<file path="src/design/tlpm_pkg.sv">
// tlpm_pkg: shared types, constants and command/status codes
// used by the paging memory controller, datapath and top level
package tlpm_pkg;

    localparam int MEM_ADDR_BITS_DEF = 16;

    localparam logic [1:0] CMD_PRD = 2'd0;
    localparam logic [1:0] CMD_PWR = 2'd1;
    localparam logic [1:0] CMD_VRD = 2'd2;
    localparam logic [1:0] CMD_VWR = 2'd3;

    localparam logic [1:0] ST_OK     = 2'd0;
    localparam logic [1:0] ST_RANGE  = 2'd1;
    localparam logic [1:0] ST_NO_DIR = 2'd2;
    localparam logic [1:0] ST_NO_TAB = 2'd3;

    localparam logic [11:0] PAGE_MASK = 12'hfff;

    // datapath operations requested by the controller
    localparam logic [2:0] OP_NONE  = 3'd0;
    localparam logic [2:0] OP_LOAD  = 3'd1; // latch input item
    localparam logic [2:0] OP_PDE   = 3'd2; // read directory byte
    localparam logic [2:0] OP_PTE   = 3'd3; // read table byte
    localparam logic [2:0] OP_DATA  = 3'd4; // data byte access
    localparam logic [2:0] OP_FAULT = 3'd5; // record fault status
    localparam logic [2:0] OP_FRAME = 3'd6; // keep translated frame of a part

    typedef struct packed {
        logic [2:0] op;
        logic [1:0] part;     // 0 first part, 1 second part; OP_FRAME uses 1 and 2
        logic [1:0] idx;      // byte index within word or access
        logic [1:0] fault;    // status for OP_FAULT
    } t_cmd;

    typedef struct packed {
        logic       paged;     // translate this item
        logic       split;     // access crosses a page
        logic [2:0] len;       // saturated length, 0 for none
        logic [2:0] len1;      // bytes in first part
        logic       wr;
        logic       dir_oor;   // directory entry address beyond memory
        logic       tab_oor;   // table entry address beyond memory
        logic       entry_p;   // assembled entry present bit
        logic       data_oor;  // some data byte beyond memory
    } t_stat;

endpackage

</file>
<file path="src/design/tlpm_ctrl.sv">
// tlpm_ctrl: sequencer for walks, data bytes and result handshake
// depends on tlpm_pkg
module tlpm_ctrl
    import tlpm_pkg::*;
(
    input  logic  i_clk,
    input  logic  i_rst_n,
    input  logic  i_in_valid,
    output logic  o_in_ready,
    output logic  o_out_valid,
    input  logic  i_out_ready,
    input  t_stat i_stat,
    output t_cmd  o_cmd
);

    localparam logic [3:0] S_IDLE  = 4'd0;
    localparam logic [3:0] S_CHK   = 4'd1;
    localparam logic [3:0] S_PDE   = 4'd2;
    localparam logic [3:0] S_PDEW  = 4'd3;
    localparam logic [3:0] S_PTEC  = 4'd4;
    localparam logic [3:0] S_PTE   = 4'd5;
    localparam logic [3:0] S_PTEW  = 4'd6;
    localparam logic [3:0] S_FRAME = 4'd7;
    localparam logic [3:0] S_RCHK  = 4'd8;
    localparam logic [3:0] S_DATA  = 4'd9;
    localparam logic [3:0] S_DWAIT = 4'd10;
    localparam logic [3:0] S_OUT   = 4'd11;

    logic [3:0] r_state, n_state;
    logic [1:0] r_idx, n_idx;
    logic       r_part, n_part;

    always_ff @(posedge i_clk) begin
        if (!i_rst_n) begin
            r_state <= S_IDLE;
            r_idx   <= '0;
            r_part  <= 1'b0;
        end else begin
            r_state <= n_state;
            r_idx   <= n_idx;
            r_part  <= n_part;
        end
    end

    assign o_in_ready  = (r_state == S_IDLE);
    assign o_out_valid = (r_state == S_OUT);

    always_comb begin
        n_state = r_state;
        n_idx   = r_idx;
        n_part  = r_part;
        o_cmd   = '{op: OP_NONE, part: {1'b0, r_part}, idx: r_idx, fault: ST_OK};
        unique case (r_state)
            S_IDLE: begin
                if (i_in_valid) begin
                    o_cmd.op = OP_LOAD;
                    n_state  = S_CHK;
                    n_part   = 1'b0;
                    n_idx    = '0;
                end
            end
            S_CHK: begin
                if (i_stat.len == 3'd0)
                    n_state = S_OUT;
                else if (i_stat.paged)
                    n_state = S_PDE;
                else
                    n_state = S_RCHK;
            end
            S_PDE: begin
                if (r_idx == 2'd0 && i_stat.dir_oor) begin
                    o_cmd.op = OP_FAULT;
                    o_cmd.fault = ST_RANGE;
                    n_state = S_OUT;
                end else begin
                    o_cmd.op = OP_PDE;
                    n_idx = r_idx + 2'd1;
                    if (r_idx == 2'd3)
                        n_state = S_PDEW;
                end
            end
            S_PDEW: n_state = S_PTEC;
            S_PTEC: begin
                if (!i_stat.entry_p) begin
                    o_cmd.op = OP_FAULT;
                    o_cmd.fault = ST_NO_DIR;
                    n_state = S_OUT;
                end else
                    n_state = S_PTE;
            end
            S_PTE: begin
                if (r_idx == 2'd0 && i_stat.tab_oor) begin
                    o_cmd.op = OP_FAULT;
                    o_cmd.fault = ST_RANGE;
                    n_state = S_OUT;
                end else begin
                    o_cmd.op = OP_PTE;
                    n_idx = r_idx + 2'd1;
                    if (r_idx == 2'd3)
                        n_state = S_PTEW;
                end
            end
            S_PTEW: n_state = S_FRAME;
            S_FRAME: begin
                if (!i_stat.entry_p) begin
                    o_cmd.op = OP_FAULT;
                    o_cmd.fault = ST_NO_TAB;
                    n_state = S_OUT;
                end else begin
                    o_cmd.op   = OP_FRAME;
                    o_cmd.part = r_part ? 2'd2 : 2'd1;
                    if (!r_part && i_stat.split) begin
                        n_part  = 1'b1;
                        n_state = S_PDE;
                    end else
                        n_state = S_RCHK;
                end
            end
            S_RCHK: begin
                n_idx = '0;
                if (i_stat.data_oor) begin
                    o_cmd.op = OP_FAULT;
                    o_cmd.fault = ST_RANGE;
                    n_state = S_OUT;
                end else
                    n_state = S_DATA;
            end
            S_DATA: begin
                o_cmd.op = OP_DATA;
                n_idx = r_idx + 2'd1;
                if ({1'b0, r_idx} == i_stat.len - 3'd1)
                    n_state = S_DWAIT;
            end
            S_DWAIT: n_state = S_OUT;
            S_OUT: begin
                if (i_out_ready)
                    n_state = S_IDLE;
            end
            default: n_state = S_IDLE;
        endcase
    end

endmodule

</file>
<file path="config.mk">
export PLATFORM = sky130hd
export DESIGN_NAME = tlpm_ctrl
export DESIGN_NICKNAME = d
export VERILOG_FILES = /design/src/design/tlpm_pkg.sv /design/src/design/tlpm_ctrl.sv
export SDC_FILE = /design/constraint.sdc
export NUM_CORES = 1
export LEC_CHECK = 0
export ABC_AREA = 0
export BUFFER_PORTS_ARGS = -buffer_cell sky130_fd_sc_hd__clkbuf_2
export CAP_MARGIN = 20
export CORE_UTILIZATION = 40
export DETAILED_ROUTE_END_ITERATION = 7
export PLACE_DENSITY = 0.7
export SETUP_SLACK_MARGIN = 0.4
export SLEW_MARGIN = 20
export SYNTH_ARGS = -nofsm -noshare
export SYNTH_HDL_FRONTEND = slang
export SYNTH_SLANG_ARGS = --single-unit
</file>
<file path="constraint.sdc">
create_clock -name i_clk -period 2.3 [get_ports i_clk]
set_input_delay 0 -clock i_clk [delete_from_list [all_inputs] [get_ports i_clk]]
set_output_delay 0 -clock i_clk [all_outputs]
set_load 0.1 [all_outputs]
</file>
==> flow_results.org <==
** Global routing
- The initial antenna violation count is 0.
- The total overflow left after global routing is 0.
- Global-route wire length before repair :: 3670 um
- Overall Global Routing Usage :: 19.4%
- Pin count of the biggest net entering global routing :: 19
- The via count of the first global-routing pass was 855.

** Floorplanning
- Die outline area :: 2390 sq um
- Y dimension of the die :: 48.9 um
- Effective utilization at floorplan :: 43.5%
- Total core area :: between 2000 and 2500 sq um
- Total I/O pin count :: 28
- The die is slightly below 50 um wide.
- Cell row count :: 16

** Setup path
- Largest driver fanout on the critical path :: 15
- The critical path is of the flop to output port type.
- Startpoint type of the worst setup path :: flop
- STA puts the critical path data arrival time at 1820 ps.
- Critical path data required time :: 2300 ps
- CP endpoint kind :: output port

** Place
- Number of port buffers :: 23
- After legalization and detailed placement, the total HPWL measured 1640 um.
- Summing all placed instances gives a cell area of 1080 sq um.
- RePlAce Congestion :: 0.832

** Timing
- Between clock sinks in the finished design, the worst skew comes to slightly above 10 ps.
- Unrepaired setup endpoints after global routing :: yes
- After routing, the total negative slack on setup checks comes to 0 ps.
- Setup violations remaining at the end of the flow were counted as 0.
- Derived from the worst setup path, the maximum achievable clock frequency is 0.549 GHz.
- Max transition margin :: 64.1%
- After layout, the minimum clock period comes to 1820 ps.
- In the finished design, the share of the clock period the worst path needs comes to about four fifths.
- At the pin with the least slew margin, the transition time is 540 ps.
- Final Hold Viols :: 0
- Number of slew-limit violations in the final report :: 0

** Clocking
- Root buffer cell :: sky130_fd_sc_hd__clkbuf_4
- Number of clock sinks seen by CTS :: 7
- The later pin in the worst-skew pair is clocked with a latency of 260 ps.
- Buffers from clock root to sink, at most :: 2
- In this run, CTS created clock tree buffers numbering 3.
- In this run the number of H-tree levels came out at 1.
- TritonCTS built the clock tree.
- Clock-pin slew was measured on the worst setup and hold paths at 60 ps.
- CTS hold repair buffers :: 0

** Route
- Number of detailed-routing iterations run before antenna repair :: 4
- Aggregate routed wire length :: between 2000 and 2500 um
- The routed layout has between 900 and 1k vias.
- Number of design-rule violations left by the first detailed-router iteration :: 21
- After detailed routing, the number of remaining DRC violations is 0.
- Once detail routing completed, the nets flagged for antenna violations numbered 0.
- After detailed routing, the average wire length per cell comes to ~12 um.
- After detailed routing, the number of vias per cell comes to 5.59.

** Synth
- Mean cell area of the mapped netlist :: 7.39 sq um
- Synthesis handed over a netlist of 119 instances.
- Number of warnings printed during yosys synthesis :: 0
- Mapped Area :: a little under 900 sq um
- Top area cells in the synthesized netlist :: sky130_fd_sc_hd__dfxtp_1 (16%), sky130_fd_sc_hd__ha_1 (7.1%), sky130_fd_sc_hd__nand2_1 (6.4%)
- Number of enable-type register cells in the synthesized netlist :: 0
- In the synthesized netlist the dominant register cell turns out to be sky130_fd_sc_hd__dfxtp_1.
- Cell type with the largest total area after synthesis :: sky130_fd_sc_hd__dfxtp_1
- Counting every net in the synthesized netlist gives 141.
- Counting flops and latches in the post-synthesis netlist gives 7.
- Area share of the largest cell type after synthesis :: 15.9%
- Part of the Yosys area used for sequential elements :: 15.9%
- Synth async-reset ratio :: 0%
- Counting distinct cell types in the post-synthesis netlist gives 49.

** Final layout
- The post-route netlist has 35.9% of its cells at a drive strength greater than 1.
- Once layout is complete, the utilization of the core stands at a little under three fifths.
- N_diodes :: 0
- Area growth from synthesis to final layout :: 30.0%
- The net count of the finished layout is 165.
- Summed area of non-filler cells in the final layout :: 1140 sq um

** Power and ir drop
- For this design the ratio of total power to cell area is ~1200 nW/um^2.
- Static leakage :: 0.513 nW
- Worst vdd ir :: between 0.8 and 0.9 mV

** Min path
- Hold crit path type :: input port to flop

** Status
- Run status :: finished, final reports clean

** Flow run
- Number of maximum-capacitance constraint violations :: 0
-- routing by layer --
layer,vias to the layer above,track usage [%],part of all wire [%]
met5,-,0,0
met2,28,29.9,46
met4,0,11.3,2.9
met1,436,25.9,48
li1,473,-,-
met3,7,2.18,3.1
-- power breakdown --
part,total [mW],switching [mW],internal (mW)
Clock,0.113,0.0491,0.0637
Combinational,0.987,0.642,0.345
Sequential,0.243,0.0806,0.162
Total,1.34,0.771,0.571
-- cell type report --
| type | instances | area, sq um |
|---|---|---|
| fill | 196 | 878 |
| multi-input combinational | 99 | 709 |
| timing repair buffer | 26 | 198 |
| sequential | 7 | 153 |
| tap | 27 | 33.8 |
| clock buffer | 3 | 22.5 |
| inverter | 6 | 22.5 |
| clock inverter | 1 | 5.00 |
-- worst max-delay path: stages, from the launching register on --
cell and delay (ps):
sky130_fd_sc_hd__dfxtp_2 340, sky130_fd_sc_hd__buf_6 150, sky130_fd_sc_hd__or3b_4 410, sky130_fd_sc_hd__o22a_1 200, sky130_fd_sc_hd__o211ai_1 190, sky130_fd_sc_hd__buf_6 250
-- layout by cell type, fill, tap and decap left out, drive strengths merged, types with 2 or more instances in the layout --
| cell type | n |
|---|---|
| clkbuf | 20 |
| dfxtp | 7 |
| a31oi | 3 |
| and2 | 3 |
| nor4 | 3 |
| nor2b | 4 |
| xor2 | 2 |
| o21ai | 4 |
| inv | 6 |
| a21oi | 8 |
| nand2 | 15 |
| nand2b | 5 |
| ha | 5 |
| nand3 | 2 |
| and2b | 3 |
| buf | 9 |
| nor3b | 2 |
| nor2 | 13 |
| a21o | 2 |
-- cells by family (layout without fill, tap and decap cells) --
| kind of cell | after synthesis | in the layout | synth area share (%) |
|---|---|---|---|
| buf+inv | 13 | 36 | 8.11 |
| xor+xnor | 2 | 2 | 1.99 |
| flops | 7 | 7 | 15.9 |
| compound gates | 31 | 31 | 27.5 |
| fa+ha+maj | 5 | 5 | 7.11 |
| simple gates | 61 | 61 | 39.4 |
-- path summary, 6_finish.rpt --
kind              slack, ps          to  startpoint  cells after the start
setup reg to reg        570    r_idx[1]    r_idx[0]                      7
hold reg to reg         510    r_idx[0]    r_idx[0]                      2
hold / removal           40  r_state[3]     i_rst_n                      2
setup / recovery        480    o_cmd[8]  r_state[3]                      5
-- registers in the layout, summed over array words and instances, names as in the netlist --
register,flops
r_state,4
r_idx,2
r_part,1
-- through the flow --
stage	setup WS, ps	total power, mW	std cells	hold WS [ps]
5_1_grt	394	1.43	169	50.6
6_report	479	1.34	169	37.4
4_1_cts	410	1.32	169	41.0
2_1_floorplan	-328	1.01	119	121
3_5_place_dp	397	1.20	165	312
3_3_place_gp	473	1.18	165	305
-- synthesized netlist by cell type (all sizes together) (2+ instances only) --
master	number
nor2	13
nand3	2
nor2b	4
and2	3
inv	6
nor4	3
xor2	2
buf	5
a31oi	3
ha	5
and2b	3
a21o	2
o21ai	4
dfxtp	7
nor3b	2
clkbuf	2
nand2	15
nand2b	5
a21oi	8
-- repair_timing --
item                                   4_1_cts  5_1_grt
buffers inserted                             0        0
gates resized for setup                      4        7
setup endpoints to repair                    8        9
pin swaps                                    0        2
endpoints found under the hold margin        0        0
Power figures use the tool's default switching activity.
